[config.mk]
export PLATFORM = sky130hd
export DESIGN_NAME = db_to_thermal_color_flat
export DESIGN_NICKNAME = d
export VERILOG_FILES = /design/src/rtl/core/dbtc_pkg.sv /design/src/rtl/core/dbtc_ifs.sv /design/src/rtl/core/dbtc_norm.sv /design/src/rtl/core/dbtc_seg.sv /design/src/rtl/core/dbtc_cdiv.sv /design/src/rtl/core/db_to_thermal_color.sv /design/src/flat_wrapper.sv
export SDC_FILE = /design/constraint.sdc
export NUM_CORES = 2
export LEC_CHECK = 0
export ABC_AREA = 0
export BUFFER_PORTS_ARGS = -buffer_cell sky130_fd_sc_hd__buf_2
export CAP_MARGIN = 20
export CELL_PAD_IN_SITES_DETAIL_PLACEMENT = 1
export CELL_PAD_IN_SITES_GLOBAL_PLACEMENT = 1
export CORE_MARGIN = 10
export CORE_UTILIZATION = 57
export CTS_BUF_LIST = sky130_fd_sc_hd__clkbuf_8
export CTS_CLUSTER_DIAMETER = 120
export DETAILED_ROUTE_END_ITERATION = 16
export GPL_ROUTABILITY_DRIVEN = 1
export GPL_TIMING_DRIVEN = 0
export PLACE_DENSITY_LB_ADDON = 0.1
export SYNTH_ARGS = -nofsm -noshare
export SYNTH_HDL_FRONTEND = slang
export SYNTH_SLANG_ARGS = --single-unit
[constraint.sdc]
create_clock -name i_clk -period 20 [get_ports i_clk]
set_clock_uncertainty 0.05 [all_clocks]
set_input_delay 1 -clock i_clk [delete_from_list [all_inputs] [get_ports i_clk]]
set_output_delay 1 -clock i_clk [all_outputs]
set_load 0.02 [all_outputs]
[src/rtl/core/dbtc_pkg.sv]
// Shared types, constants and color stop tables for the dB to thermal color mapper.
`timescale 1ns / 1ps

package dbtc_pkg;

    // Field and datapath widths
    localparam int DB_W      = 16;            // signed dB value, Q8.8
    localparam int Q_W       = 16;            // quotient bits of the normalized level
    localparam int T_W       = Q_W + 1;       // normalized level 0..65536
    localparam int CH_W      = 8;             // one color channel
    localparam int NCH       = 3;             // red, green, blue
    localparam int D_W       = 14;            // offset inside a segment, at most 13107
    localparam int NUM_W     = D_W + CH_W;    // blend numerator, at most 255 * 13107
    localparam int NSTOP     = 7;
    localparam int NSEG      = NSTOP - 1;
    localparam int SEG_W     = 3;
    localparam int CFG_IDX_W = 2;

    // Quotient bits resolved per pipeline stage
    localparam int DIV_STEP      = 2;
    localparam int T_DIV_STAGES  = Q_W / DIV_STEP;
    localparam int C_DIV_STAGES  = CH_W / DIV_STEP;

    localparam logic [T_W-1:0] T_ONE = T_W'(1) << Q_W;

    // Channel positions inside a color word
    localparam int CH_RED   = 0;
    localparam int CH_GREEN = 1;
    localparam int CH_BLUE  = 2;

    // Register indexes of the configuration port
    typedef enum logic [CFG_IDX_W-1:0] {
        REG_MIN_DB = 2'd0,
        REG_MAX_DB = 2'd1
    } t_cfg_reg;

    localparam logic signed [DB_W-1:0] MIN_DB_RST = 16'sh9C00;  // -100 dB
    localparam logic signed [DB_W-1:0] MAX_DB_RST = 16'sh0000;

    typedef logic [NCH-1:0][CH_W-1:0] t_rgb;

    // Normalization divider lane
    typedef struct packed {
        logic           zero;   // level clamps to the floor
        logic           one;    // level clamps to the ceiling
        logic [Q_W-1:0] rem;
        logic [Q_W-1:0] div;
        logic [Q_W-1:0] q;
    } t_tdiv;

    // Segment index and offset inside it
    typedef struct packed {
        logic [SEG_W-1:0] seg;
        logic [D_W-1:0]   d;
    } t_segd;

    // Blend numerators and the segment length they divide by
    typedef struct packed {
        logic [NCH-1:0][NUM_W-1:0] num;
        logic [D_W-1:0]            len;
    } t_blend;

    // Color divider lane
    typedef struct packed {
        logic [NCH-1:0][NUM_W-1:0] rem;
        logic [D_W-1:0]            len;
        t_rgb                      q;
    } t_cdiv;

    // Stop positions on the 0..65536 scale
    function automatic logic [T_W-1:0] stop_pos(input logic [SEG_W-1:0] idx);
        logic [T_W-1:0] p;
        case (idx)
            3'd0:    p = T_W'(0);
            3'd1:    p = T_W'(9830);
            3'd2:    p = T_W'(19661);
            3'd3:    p = T_W'(32768);
            3'd4:    p = T_W'(42598);
            3'd5:    p = T_W'(52429);
            default: p = T_ONE;
        endcase
        return p;
    endfunction

    // Stop colors: black, blue, cyan, green, yellow, red, white
    function automatic t_rgb stop_rgb(input logic [SEG_W-1:0] idx);
        t_rgb c;
        c = '0;
        case (idx)
            3'd0: begin
                c[CH_RED] = 8'd0;   c[CH_GREEN] = 8'd0;   c[CH_BLUE] = 8'd20;
            end
            3'd1: begin
                c[CH_RED] = 8'd0;   c[CH_GREEN] = 8'd0;   c[CH_BLUE] = 8'd160;
            end
            3'd2: begin
                c[CH_RED] = 8'd0;   c[CH_GREEN] = 8'd180; c[CH_BLUE] = 8'd220;
            end
            3'd3: begin
                c[CH_RED] = 8'd0;   c[CH_GREEN] = 8'd220; c[CH_BLUE] = 8'd80;
            end
            3'd4: begin
                c[CH_RED] = 8'd220; c[CH_GREEN] = 8'd220; c[CH_BLUE] = 8'd0;
            end
            3'd5: begin
                c[CH_RED] = 8'd255; c[CH_GREEN] = 8'd80;  c[CH_BLUE] = 8'd0;
            end
            default: begin
                c[CH_RED] = 8'd255; c[CH_GREEN] = 8'd255; c[CH_BLUE] = 8'd255;
            end
        endcase
        return c;
    endfunction

    // Length of a segment between two neighboring stops
    function automatic logic [D_W-1:0] seg_len(input logic [SEG_W-1:0] seg);
        logic [T_W-1:0] diff;
        diff = stop_pos(seg + SEG_W'(1)) - stop_pos(seg);
        return diff[D_W-1:0];
    endfunction

endpackage

[src/rtl/core/dbtc_ifs.sv]
// Stream and configuration interfaces of the dB to thermal color mapper.
`timescale 1ns / 1ps

interface dbtc_pix_if;
    logic                             valid;
    logic                             ready;
    logic signed [dbtc_pkg::DB_W-1:0] magnitude_db;
    modport source (output valid, output magnitude_db, input ready);
    modport sink   (input valid, input magnitude_db, output ready);
endinterface

interface dbtc_color_if;
    logic                      valid;
    logic                      ready;
    logic [dbtc_pkg::CH_W-1:0] red;
    logic [dbtc_pkg::CH_W-1:0] green;
    logic [dbtc_pkg::CH_W-1:0] blue;
    modport source (output valid, output red, output green, output blue, input ready);
    modport sink   (input valid, input red, input green, input blue, output ready);
endinterface

interface dbtc_cfg_if;
    logic                           valid;
    logic                           ready;
    logic [dbtc_pkg::CFG_IDX_W-1:0] index;
    logic [dbtc_pkg::DB_W-1:0]      data;
    modport source (output valid, output index, output data, input ready);
    modport sink   (input valid, input index, input data, output ready);
endinterface

[src/rtl/core/dbtc_norm.sv]
// Normalization pipeline: offset and span, clamp, then a radix-4 restoring divider.
`timescale 1ns / 1ps

module dbtc_norm (
    input  logic                             i_clk,
    input  logic                             i_rst_n,
    input  logic signed [dbtc_pkg::DB_W-1:0] i_min_db,
    input  logic signed [dbtc_pkg::DB_W-1:0] i_max_db,
    input  logic                             i_valid,
    input  logic signed [dbtc_pkg::DB_W-1:0] i_db,
    output logic                             o_ready,
    output logic                             o_valid,
    output logic [dbtc_pkg::T_W-1:0]         o_t,
    input  logic                             i_ready
);

    localparam int NSTG = 1 + dbtc_pkg::T_DIV_STAGES;

    logic [NSTG-1:0]   r_v;
    logic [NSTG:0]     adv;
    dbtc_pkg::t_tdiv   r_stg [NSTG];
    dbtc_pkg::t_tdiv   n_stg [NSTG];

    logic signed [dbtc_pkg::DB_W:0] span;
    logic signed [dbtc_pkg::DB_W:0] off;

    // One shift-subtract step of the level divider
    function automatic dbtc_pkg::t_tdiv tdiv_step(input dbtc_pkg::t_tdiv x);
        dbtc_pkg::t_tdiv           y;
        logic [dbtc_pkg::Q_W:0]    r2;
        y  = x;
        r2 = {x.rem, 1'b0};
        if (r2 >= {1'b0, x.div}) begin
            y.rem = dbtc_pkg::Q_W'(r2 - {1'b0, x.div});
            y.q   = {x.q[dbtc_pkg::Q_W-2:0], 1'b1};
        end else begin
            y.rem = r2[dbtc_pkg::Q_W-1:0];
            y.q   = {x.q[dbtc_pkg::Q_W-2:0], 1'b0};
        end
        return y;
    endfunction

    // Offset from the floor and span of the window
    assign span = {i_max_db[dbtc_pkg::DB_W-1], i_max_db} - {i_min_db[dbtc_pkg::DB_W-1], i_min_db};
    assign off  = {i_db[dbtc_pkg::DB_W-1], i_db} - {i_min_db[dbtc_pkg::DB_W-1], i_min_db};

    // Clamp flags; an empty or inverted window lands on the floor color
    always_comb begin
        n_stg[0].zero = (span <= 0) || (off <= 0);
        n_stg[0].one  = (off >= span);
        n_stg[0].rem  = off[dbtc_pkg::Q_W-1:0];
        n_stg[0].div  = span[dbtc_pkg::Q_W-1:0];
        n_stg[0].q    = '0;
    end

    // Advance a stage when it is empty or the next one advances
    assign adv[NSTG] = i_ready;

    genvar k;
    generate
        for (k = 0; k < NSTG; k++) begin : g_stg
            assign adv[k] = !r_v[k] || adv[k+1];

            if (k > 0) begin : g_div
                always_comb begin
                    n_stg[k] = r_stg[k-1];
                    for (int b = 0; b < dbtc_pkg::DIV_STEP; b++) begin
                        n_stg[k] = tdiv_step(n_stg[k]);
                    end
                end

                always_ff @(posedge i_clk) begin
                    if (!i_rst_n) begin
                        r_v[k] <= 1'b0;
                    end else if (adv[k]) begin
                        r_v[k] <= r_v[k-1];
                    end
                end
            end else begin : g_front
                always_ff @(posedge i_clk) begin
                    if (!i_rst_n) begin
                        r_v[k] <= 1'b0;
                    end else if (adv[k]) begin
                        r_v[k] <= i_valid;
                    end
                end
            end

            // Hold the word while the stage is stalled
            always_ff @(posedge i_clk) begin
                if (adv[k]) begin
                    r_stg[k] <= n_stg[k];
                end
            end
        end
    endgenerate

    assign o_ready = adv[0];
    assign o_valid = r_v[NSTG-1];

    // Apply the clamps to the finished quotient
    always_comb begin
        if (r_stg[NSTG-1].zero) begin
            o_t = '0;
        end else if (r_stg[NSTG-1].one) begin
            o_t = dbtc_pkg::T_ONE;
        end else begin
            o_t = {1'b0, r_stg[NSTG-1].q};
        end
    end

`ifndef SYNTHESIS
    // The divider remainder must stay below the span
    a_rem_below_span: assert property (@(posedge i_clk) disable iff (!i_rst_n)
        (r_v[NSTG-1] && !r_stg[NSTG-1].zero && !r_stg[NSTG-1].one)
            |-> (r_stg[NSTG-1].rem < r_stg[NSTG-1].div))
        else $error("level divider remainder not below span");
`endif

endmodule

[src/rtl/core/dbtc_seg.sv]
// Segment lookup and blend numerators, two pipeline stages.
`timescale 1ns / 1ps

module dbtc_seg (
    input  logic                     i_clk,
    input  logic                     i_rst_n,
    input  logic                     i_valid,
    input  logic [dbtc_pkg::T_W-1:0] i_t,
    output logic                     o_ready,
    output logic                     o_valid,
    output dbtc_pkg::t_blend         o_blend,
    input  logic                     i_ready
);

    logic              r_v0;
    logic              r_v1;
    logic              adv0;
    logic              adv1;
    dbtc_pkg::t_segd   r_sd;
    dbtc_pkg::t_segd   n_sd;
    dbtc_pkg::t_blend  r_bl;
    dbtc_pkg::t_blend  n_bl;

    // Pick the first segment whose upper stop is not below the level
    always_comb begin
        logic [dbtc_pkg::SEG_W-1:0] seg;
        seg = dbtc_pkg::SEG_W'(dbtc_pkg::NSEG - 1);
        for (int i = dbtc_pkg::NSEG - 1; i >= 0; i--) begin
            if (i_t <= dbtc_pkg::stop_pos(dbtc_pkg::SEG_W'(i + 1))) begin
                seg = dbtc_pkg::SEG_W'(i);
            end
        end
        n_sd.seg = seg;
        n_sd.d   = dbtc_pkg::D_W'(i_t - dbtc_pkg::stop_pos(seg));
    end

    // Weighted sum of the two stop colors for each channel
    always_comb begin
        dbtc_pkg::t_rgb             ca;
        dbtc_pkg::t_rgb             cb;
        logic [dbtc_pkg::D_W-1:0]   len;
        len = dbtc_pkg::seg_len(r_sd.seg);
        ca  = dbtc_pkg::stop_rgb(r_sd.seg);
        cb  = dbtc_pkg::stop_rgb(r_sd.seg + dbtc_pkg::SEG_W'(1));
        for (int c = 0; c < dbtc_pkg::NCH; c++) begin
            n_bl.num[c] = dbtc_pkg::NUM_W'(ca[c]) * dbtc_pkg::NUM_W'(len - r_sd.d)
                        + dbtc_pkg::NUM_W'(cb[c]) * dbtc_pkg::NUM_W'(r_sd.d);
        end
        n_bl.len = len;
    end

    // Stage handshake
    assign adv1 = !r_v1 || i_ready;
    assign adv0 = !r_v0 || adv1;

    always_ff @(posedge i_clk) begin
        if (!i_rst_n) begin
            r_v0 <= 1'b0;
            r_v1 <= 1'b0;
        end else begin
            if (adv0) begin
                r_v0 <= i_valid;
            end
            if (adv1) begin
                r_v1 <= r_v0;
            end
        end
    end

    always_ff @(posedge i_clk) begin
        if (adv0) begin
            r_sd <= n_sd;
        end
        if (adv1) begin
            r_bl <= n_bl;
        end
    end

    assign o_ready = adv0;
    assign o_valid = r_v1;
    assign o_blend = r_bl;

`ifndef SYNTHESIS
    // The offset never runs past the end of its segment
    a_offset_in_seg: assert property (@(posedge i_clk) disable iff (!i_rst_n)
        r_v0 |-> (r_sd.d <= dbtc_pkg::seg_len(r_sd.seg)))
        else $error("segment offset beyond segment length");
`endif

endmodule

[src/rtl/core/dbtc_cdiv.sv]
// Color divider: three parallel lanes, two quotient bits per stage.
`timescale 1ns / 1ps

module dbtc_cdiv (
    input  logic             i_clk,
    input  logic             i_rst_n,
    input  logic             i_valid,
    input  dbtc_pkg::t_blend i_blend,
    output logic             o_ready,
    output logic             o_valid,
    output dbtc_pkg::t_rgb   o_rgb,
    input  logic             i_ready
);

    localparam int NSTG = dbtc_pkg::C_DIV_STAGES;

    logic [NSTG-1:0]  r_v;
    logic [NSTG:0]    adv;
    dbtc_pkg::t_cdiv  r_stg [NSTG];
    dbtc_pkg::t_cdiv  n_stg [NSTG];
    dbtc_pkg::t_cdiv  s_in;
    logic             rem_ok;

    // Resolve one quotient bit in every lane
    function automatic dbtc_pkg::t_cdiv cdiv_step(input dbtc_pkg::t_cdiv x, input int bidx);
        dbtc_pkg::t_cdiv               y;
        logic [dbtc_pkg::NUM_W-1:0]    sub;
        y   = x;
        sub = dbtc_pkg::NUM_W'(x.len) << bidx;
        for (int c = 0; c < dbtc_pkg::NCH; c++) begin
            if (x.rem[c] >= sub) begin
                y.rem[c]     = x.rem[c] - sub;
                y.q[c][bidx] = 1'b1;
            end
        end
        return y;
    endfunction

    // Load the numerators; quotient bits fill in stage by stage
    always_comb begin
        s_in.rem = i_blend.num;
        s_in.len = i_blend.len;
        s_in.q   = '0;
    end

    assign adv[NSTG] = i_ready;

    genvar k;
    generate
        for (k = 0; k < NSTG; k++) begin : g_stg
            localparam int B_HI = dbtc_pkg::CH_W - 1 - dbtc_pkg::DIV_STEP * k;

            assign adv[k] = !r_v[k] || adv[k+1];

            if (k > 0) begin : g_mid
                always_comb begin
                    n_stg[k] = r_stg[k-1];
                    for (int b = 0; b < dbtc_pkg::DIV_STEP; b++) begin
                        n_stg[k] = cdiv_step(n_stg[k], B_HI - b);
                    end
                end

                always_ff @(posedge i_clk) begin
                    if (!i_rst_n) begin
                        r_v[k] <= 1'b0;
                    end else if (adv[k]) begin
                        r_v[k] <= r_v[k-1];
                    end
                end
            end else begin : g_first
                always_comb begin
                    n_stg[k] = s_in;
                    for (int b = 0; b < dbtc_pkg::DIV_STEP; b++) begin
                        n_stg[k] = cdiv_step(n_stg[k], B_HI - b);
                    end
                end

                always_ff @(posedge i_clk) begin
                    if (!i_rst_n) begin
                        r_v[k] <= 1'b0;
                    end else if (adv[k]) begin
                        r_v[k] <= i_valid;
                    end
                end
            end

            // Hold the word while the stage is stalled
            always_ff @(posedge i_clk) begin
                if (adv[k]) begin
                    r_stg[k] <= n_stg[k];
                end
            end
        end
    endgenerate

    assign o_ready = adv[0];
    assign o_valid = r_v[NSTG-1];
    assign o_rgb   = r_stg[NSTG-1].q;

    // All lanes end with a remainder below the segment length
    always_comb begin
        rem_ok = 1'b1;
        for (int c = 0; c < dbtc_pkg::NCH; c++) begin
            if (r_stg[NSTG-1].rem[c] >= dbtc_pkg::NUM_W'(r_stg[NSTG-1].len)) begin
                rem_ok = 1'b0;
            end
        end
    end

`ifndef SYNTHESIS
    a_color_rem: assert property (@(posedge i_clk) disable iff (!i_rst_n)
        r_v[NSTG-1] |-> rem_ok)
        else $error("color divider remainder not below segment length");
`endif

endmodule

[src/rtl/core/db_to_thermal_color.sv]
// Top level of the dB to thermal color mapper: config registers and the stage chain.
//
//  channel   dir  handshake     word
//  i_pix     in   valid/ready   magnitude_db, signed Q8.8
//  o_color   out  valid/ready   red, green, blue, 8 bits each
//  i_cfg     in   valid/ready   index (0 min_db, 1 max_db), data, 16 bits
//
//  One word per cycle sustained while o_color is not held off. Stages in order:
//  offset and clamp, the level divider (two quotient bits per stage), segment
//  lookup, the blend multipliers, then the color divider.
//  Reset loads min_db = -100 dB and max_db = 0 dB; the pipeline needs no clearing.
//  Every stage has its own valid bit and stalls only when full and blocked
//  downstream, so bubbles close up and a stalled result holds in place.
`timescale 1ns / 1ps

module db_to_thermal_color (
    input  logic        i_clk,
    input  logic        i_rst_n,
    dbtc_pix_if.sink    i_pix,
    dbtc_cfg_if.sink    i_cfg,
    dbtc_color_if.source o_color
);

    logic signed [dbtc_pkg::DB_W-1:0] r_min_db;
    logic signed [dbtc_pkg::DB_W-1:0] r_max_db;

    logic                     norm_valid;
    logic                     norm_ready;
    logic [dbtc_pkg::T_W-1:0] norm_t;
    logic                     seg_valid;
    logic                     seg_ready;
    dbtc_pkg::t_blend         seg_blend;
    dbtc_pkg::t_rgb           rgb;

    // Register writes; unknown indexes are dropped
    assign i_cfg.ready = 1'b1;

    always_ff @(posedge i_clk) begin
        if (!i_rst_n) begin
            r_min_db <= dbtc_pkg::MIN_DB_RST;
            r_max_db <= dbtc_pkg::MAX_DB_RST;
        end else if (i_cfg.valid && i_cfg.ready) begin
            case (i_cfg.index)
                dbtc_pkg::REG_MIN_DB: r_min_db <= i_cfg.data;
                dbtc_pkg::REG_MAX_DB: r_max_db <= i_cfg.data;
                default: ;
            endcase
        end
    end

    dbtc_norm u_norm (
        .i_clk    (i_clk),
        .i_rst_n  (i_rst_n),
        .i_min_db (r_min_db),
        .i_max_db (r_max_db),
        .i_valid  (i_pix.valid),
        .i_db     (i_pix.magnitude_db),
        .o_ready  (i_pix.ready),
        .o_valid  (norm_valid),
        .o_t      (norm_t),
        .i_ready  (norm_ready)
    );

    dbtc_seg u_seg (
        .i_clk   (i_clk),
        .i_rst_n (i_rst_n),
        .i_valid (norm_valid),
        .i_t     (norm_t),
        .o_ready (norm_ready),
        .o_valid (seg_valid),
        .o_blend (seg_blend),
        .i_ready (seg_ready)
    );

    dbtc_cdiv u_cdiv (
        .i_clk   (i_clk),
        .i_rst_n (i_rst_n),
        .i_valid (seg_valid),
        .i_blend (seg_blend),
        .o_ready (seg_ready),
        .o_valid (o_color.valid),
        .o_rgb   (rgb),
        .i_ready (o_color.ready)
    );

    assign o_color.red   = rgb[dbtc_pkg::CH_RED];
    assign o_color.green = rgb[dbtc_pkg::CH_GREEN];
    assign o_color.blue  = rgb[dbtc_pkg::CH_BLUE];

`ifndef SYNTHESIS
    // Input back-pressure only arises from a blocked result at the output
    a_stall_source: assert property (@(posedge i_clk) disable iff (!i_rst_n)
        !i_pix.ready |-> (o_color.valid && !o_color.ready))
        else $error("input stalled while output is free");
`endif

endmodule

[src/flat_wrapper.sv]
// flat-port wrapper written by rule: the top's interface ports become plain ports
module db_to_thermal_color_flat 
  (i_clk, i_rst_n, i_pix_valid, i_pix_magnitude_db, i_pix_ready, i_cfg_valid, i_cfg_index, i_cfg_data, i_cfg_ready, o_color_valid, o_color_red, o_color_green, o_color_blue, o_color_ready);
  dbtc_pix_if i_pix_i ();
  dbtc_cfg_if i_cfg_i ();
  dbtc_color_if o_color_i ();
  input  logic i_clk;
  input  logic i_rst_n;
  input wire logic [$bits(i_pix_i.valid)-1:0] i_pix_valid;
  input wire logic [$bits(i_pix_i.magnitude_db)-1:0] i_pix_magnitude_db;
  output wire logic [$bits(i_pix_i.ready)-1:0] i_pix_ready;
  input wire logic [$bits(i_cfg_i.valid)-1:0] i_cfg_valid;
  input wire logic [$bits(i_cfg_i.index)-1:0] i_cfg_index;
  input wire logic [$bits(i_cfg_i.data)-1:0] i_cfg_data;
  output wire logic [$bits(i_cfg_i.ready)-1:0] i_cfg_ready;
  output wire logic [$bits(o_color_i.valid)-1:0] o_color_valid;
  output wire logic [$bits(o_color_i.red)-1:0] o_color_red;
  output wire logic [$bits(o_color_i.green)-1:0] o_color_green;
  output wire logic [$bits(o_color_i.blue)-1:0] o_color_blue;
  input wire logic [$bits(o_color_i.ready)-1:0] o_color_ready;
  assign i_pix_i.valid = i_pix_valid;
  assign i_pix_i.magnitude_db = i_pix_magnitude_db;
  assign i_pix_ready = i_pix_i.ready;
  assign i_cfg_i.valid = i_cfg_valid;
  assign i_cfg_i.index = i_cfg_index;
  assign i_cfg_i.data = i_cfg_data;
  assign i_cfg_ready = i_cfg_i.ready;
  assign o_color_valid = o_color_i.valid;
  assign o_color_red = o_color_i.red;
  assign o_color_green = o_color_i.green;
  assign o_color_blue = o_color_i.blue;
  assign o_color_i.ready = o_color_ready;
  db_to_thermal_color u_core (.i_clk(i_clk), .i_rst_n(i_rst_n), .i_pix(i_pix_i), .i_cfg(i_cfg_i), .o_color(o_color_i));
endmodule
# Word-level counts from Yosys, hierarchy flattened
# Memories as Yosys holds them, arrays and structs flattened.
# Index checks and enable logic that the tools add are counted.
# totals
reg_bits	144
ram_bits	866
in_bits	39
out_inout_bits	27
wordCells	299
mem_count	2
# classes
add_sub_neg	49
n_mul	6
n_lt_le_gt_ge	48
n_eq_ne	16
n_mux	118
n_reduce_logical	37
# memory_table
memory	depth	word_bits	read_ports	rd_clocked_by_memory_dff	write_ports	line_no	source
u_core.u_norm.r_stg	9	50	9	0	9	dbtc_norm.sv:21	dbtc_pkg::t_tdiv r_stg [NSTG];
u_core.u_cdiv.r_stg	4	104	4	0	4	dbtc_cdiv.sv:19	dbtc_pkg::t_cdiv r_stg [NSTG];
# ops
cell	n
$mux 22	24
$pmux 24 s6	2
$ge 17x16->1	16
$mux 16	16
$sub 16x16->16	16
$pmux 14 s6	3
$mux 1	67
$add 22x22->22	3
$ge 22x14->1	3
$ge 22x15->1	3
$ge 22x16->1	3
$ge 22x17->1	3
$ge 22x18->1	3
$ge 22x19->1	3
$ge 22x20->1	3
$ge 22x21->1	3
$mul 8x14->22	3
$sub 22x14->22	3
$sub 22x15->22	3
$sub 22x16->22	3
$sub 22x17->22	3
$sub 22x18->22	3
$sub 22x19->22	3
$sub 22x20->22	3
23 further kinds	79

# Depth between registers and ports, before layout
# depth
word_depth	18
ltp_mapped	43
ltp_nobuf	38

# Hierarchy
# Synthesis repeated with hierarchy kept, for this count alone.
# hier_totals
hier_cells	8644
hier_area_um2	82801.9
# modules_own_cells
module	n_inst	cells_each	area_per_inst_um2	seq_area_each_um2
dbtc_cdiv	1	3057	28431.0	9088.7
dbtc_norm	1	2677	27124.8	10570.1
dbtc_seg	1	2780	25962.4	2772.7
db_to_thermal_color	1	130	1283.7	640.6

# Worst setup path before layout
# OpenSTA, ideal clock, no wires.
# synth_path
path_type	reg-to-reg
from	register u_core.u_seg.r_sd[15] (netlist bit)
to	register u_core.u_seg.r_bl, in the netlist u_core.u_seg.o_blend[57], data pin
setup_ps	260
t_arrival_ps	9544
required_time_ps	19690
slack_ps	10146
stages_incl_launch_ff	42
n_path_buf	5
synth_period_minus_slack_ps	9854
cell_sequence	edfxtp_1 -> clkbuf_1 -> and2_1 -> clkbuf_1 -> buf_1 -> ha_1 -> clkbuf_1 -> clkbuf_1 -> nor2b_1 -> nor3_1 -> ha_1 -> ha_1 -> inv_1 -> fa_1 -> a211oi_1 -> o21bai_1 -> a21oi_1 -> o21bai_1 -> [... 6 more ...] -> inv_1 -> fa_1 -> inv_1 -> fa_1 -> fa_1 -> fa_1 -> inv_1 -> fa_1 -> inv_1 -> fa_1 -> inv_1 -> ha_1 -> nor3_1 -> a211o_1 -> o221ai_1 -> or4_1 -> a31oi_1 -> xnor2_1
# synth_lines
item	line_no	source
from (decl)	dbtc_seg.sv:19	dbtc_pkg::t_segd r_sd;
from (signal assigned)	dbtc_seg.sv:72	r_sd <= n_sd;
to (signal assigned)	dbtc_seg.sv:75	r_bl <= n_bl;
to (decl)	dbtc_seg.sv:21	dbtc_pkg::t_blend r_bl;

==> results.tsv <==
stage	metric	value	unit
status	outcome	finished clean	
setup_path	FF-to-FF setup slack	5.88	ns
floorplanning	core area	140000	sq um
sta	fmax	70.8	MHz
setup_path	Max stage delay on crit path	0.75	ns
cts	CTS sink count	758	
cts	Setup Fix Bufs, Post-CTS	0	
detailed_routing	DRT Pass-1 Iters	5	
sta	Final setup viols	0	
sta	Final Hold Fails	0	
yosys	FFs w/ async S/R, synth	0	
floorplanning	Die H	396	um
sta	Period minus WS final	14.12	ns
detailed_routing	DR vias	63336	
setup_path	CP Launch Type	register	
layout	share of layout cells above drive strength 1	0.0819	
cts	CTS tree	done	
layout	Syn-to-layout area delta	7.07	%
yosys	Synth Register Bits	758	
setup_path	Worst path slowest cell	buf_1	
min_path	HP Class	in2reg	
layout	Cell Count, Final, Fillers Out	10547	
yosys	post-synth net total	9832	
cts	TritonCTS Buffers	135	
sta	Worst Max-Slew Pin Slew	1.16	ns
placed_design	GP Congestion	0.953	
layout	most frequent cells in the layout	1197 x inv_1, 849 x ha_1, 711 x edfxtp_1, 611 x nor2_1, 602 x fa_1	
yosys	average size of a mapped cell	9.66	sq um
grt	vias in the first global route	69396	
sta	TNS Setup	0	ns
sta	max-slew violations	0	
floorplanning	die span in x	396	um
placed_design	half-perimeter wire length after detailed placement	191000	um
yosys	EDFF count, synth	711	
setup_path	worst-path maximum fanout	10	
grt	initial antenna violation count	6	
floorplanning	placement row count	137	
detailed_routing	antenna-violating nets left	0	
flow_run	Max-Cap Viols	0	
yosys	Seq/Total Area, Yosys	0.277	
grt	GR Util All Layers	0.295	
layout	Layout Nets	10051	
floorplanning	die area	157000	sq um
setup_path	Crit path top cell by count	fa_1	
grt	grt ovf	0	
cts	worst skew pair latency	0.90	ns
cts	H-tree lvl count	4	
setup_path	CP required	20.54	ns
yosys	Yosys cell types	116	
cts	clock buffer depth	3	
detailed_routing	routed length per placed instance	22.1	um
placed_design	Cells after DPL	10298	
detailed_routing	final wirelength	234000	um
setup_path	Worst setup EP type	register	
sta	RSZ-0062 raised after global routing	false	
floorplanning	Starting Density	0.576	
grt	maximum number of pins on one net before global-route repair	77	
detailed_routing	DR iter-0 viols	3554	
setup_path	Critical Path AT	14.66	ns
floorplanning	num ports	66	
detailed_routing	drt drc	0	
cts	Post-CTS Hold Fix Bufs	0	
layout	leading cell type in the layout, fill and taps excluded	inv_1	
yosys	cells after synthesis	8342	
grt	first-pass GRT wire length	374000	um
detailed_routing	Via density	6.01	
setup_path	Crit Path Category	reg2reg	
yosys	commonest register cell after synthesis	edfxtp_1	
cts	CTS root buf	clkbuf_8	
yosys	Yosys warning total	0	
sta	slew margin rel.	0.222	
sta	fin crit share	0.706	
cts	clock slew seen by the registers of the worst setup and hold paths	0.06	ns
cts	post_cts resized	0	
placed_design	IO Port Bufs	63	
yosys	Mapped Area	80600	sq um
cell families after synthesis:
logic type / Yosys count / share of synthesized area
other: 1 / 0.0000465
XOR/XNOR: 563 / 0.0612
buffers and inverters: 1319 / 0.0625
flip-flops: 758 / 0.277
AO/OA/AOI/OAI: 1753 / 0.141
adder cells (fa/ha/maj): 1457 / 0.282
multiplexers: 326 / 0.0454
AND/OR/NAND/NOR: 2165 / 0.132
cells in the mapped netlist, types with 53 or more instances:
library cell  count  share of area
xnor2_1         398          0.043
a21oi_1         529          0.033
xor2_1          165          0.018
o21ai_0         347          0.022
o21a_1          119          0.011
o21bai_1         70         0.0065
fa_1            602           0.15
nor2b_1         123         0.0095
mux2_2          286          0.040
ha_1            849           0.13
nor3_1          142         0.0088
clkbuf_1         98         0.0046
nand3_1         122         0.0076
a211oi_1         57         0.0053
nor2_1          611          0.028
nand2b_1        125         0.0097
nand4_1         101         0.0078
a21boi_0         53         0.0049
and2_1          125         0.0097
a21o_1          214          0.020
nand2_1         536          0.025
edfxtp_1        711           0.26
inv_1          1159          0.054
nor4_1           56         0.0043
flip-flops by register name, indices dropped and copies added, names as in the netlist:
signal	count
u_core.r_min_db	16
u_core.u_seg.r_v0	1
u_core.u_cdiv.o_valid	1
u_core.u_seg.r_sd	17
u_core.r_max_db	16
u_core.u_seg.o_valid	1
u_core.u_seg.o_blend	72
u_core.u_norm.r_stg	346
u_core.u_cdiv.r_stg	276
u_core.u_norm.r_v	8
u_core.u_norm.o_valid	1
u_core.u_cdiv.r_v	3
worst max-delay path: cells and delay by family, from the launching register on:
kind / cells / cell delay [ns]
fa+ha+maj: 10 / 4.49
flops: 1 / 0.45
simple gates: 9 / 1.91
buf+inv: 10 / 3.25
compound gates: 9 / 2.24
xor+xnor: 3 / 1.41
per-stage QoR:
stage           util  hold slack [ns]  setup WS (ns)  area (sq um)
2_1_floorplan      -            0.350          10.15         80600
3_3_place_gp   0.595            0.351           6.82         83300
3_5_place_dp   0.597            0.356           6.46         83600
4_1_cts        0.616            0.242           6.32         86300
5_1_grt        0.616            0.302           5.46         86300
6_report       0.616            0.314           5.88         86300
path summary, 6_finish.rpt:
kind                                                           start                                    to  cells after the start
worst max-delay path                 u_core.u_seg.r_sd[16]$_DFFE_PP_    u_core.u_seg.o_blend[57]$_DFFE_PP_                     41
worst min-delay path                                   i_cfg_data[4]       u_core.r_min_db[4]$_SDFFE_PN0P_                      3
worst max register to register       u_core.u_seg.r_sd[16]$_DFFE_PP_    u_core.u_seg.o_blend[57]$_DFFE_PP_                     41
worst min register to register  u_core.u_cdiv.r_stg[1][21]$_DFFE_PP_  u_core.u_cdiv.r_stg[2][21]$_DFFE_PP_                      0
final cells by class:
cell class	instances	area [sq um]
Timing Repair Buffer	82	661
Inverter	1170	4400
Multi-Input combinational cell	6265	53300
Buffer	149	648
Tap cell	1876	2350
Clock inverter	107	763
Sequential cell	758	22300
Antenna cell	2	5.00
Clock buffer	138	1900
Fill cell	15867	53700
metal layers:
metal / vias up / wire, um / global-route usage
met3: 562 / 10700 / 0.0380
met2: 1613 / 117000 / 0.523
met1: 31620 / 95800 / 0.358
met4: 2 / 10300 / 0.126
met5: - / 13 / 0
li1: 29539 / - / -
Power is not shown: default switching activity piles up to over one toggle a cycle in this logic, so the estimate is an artifact.
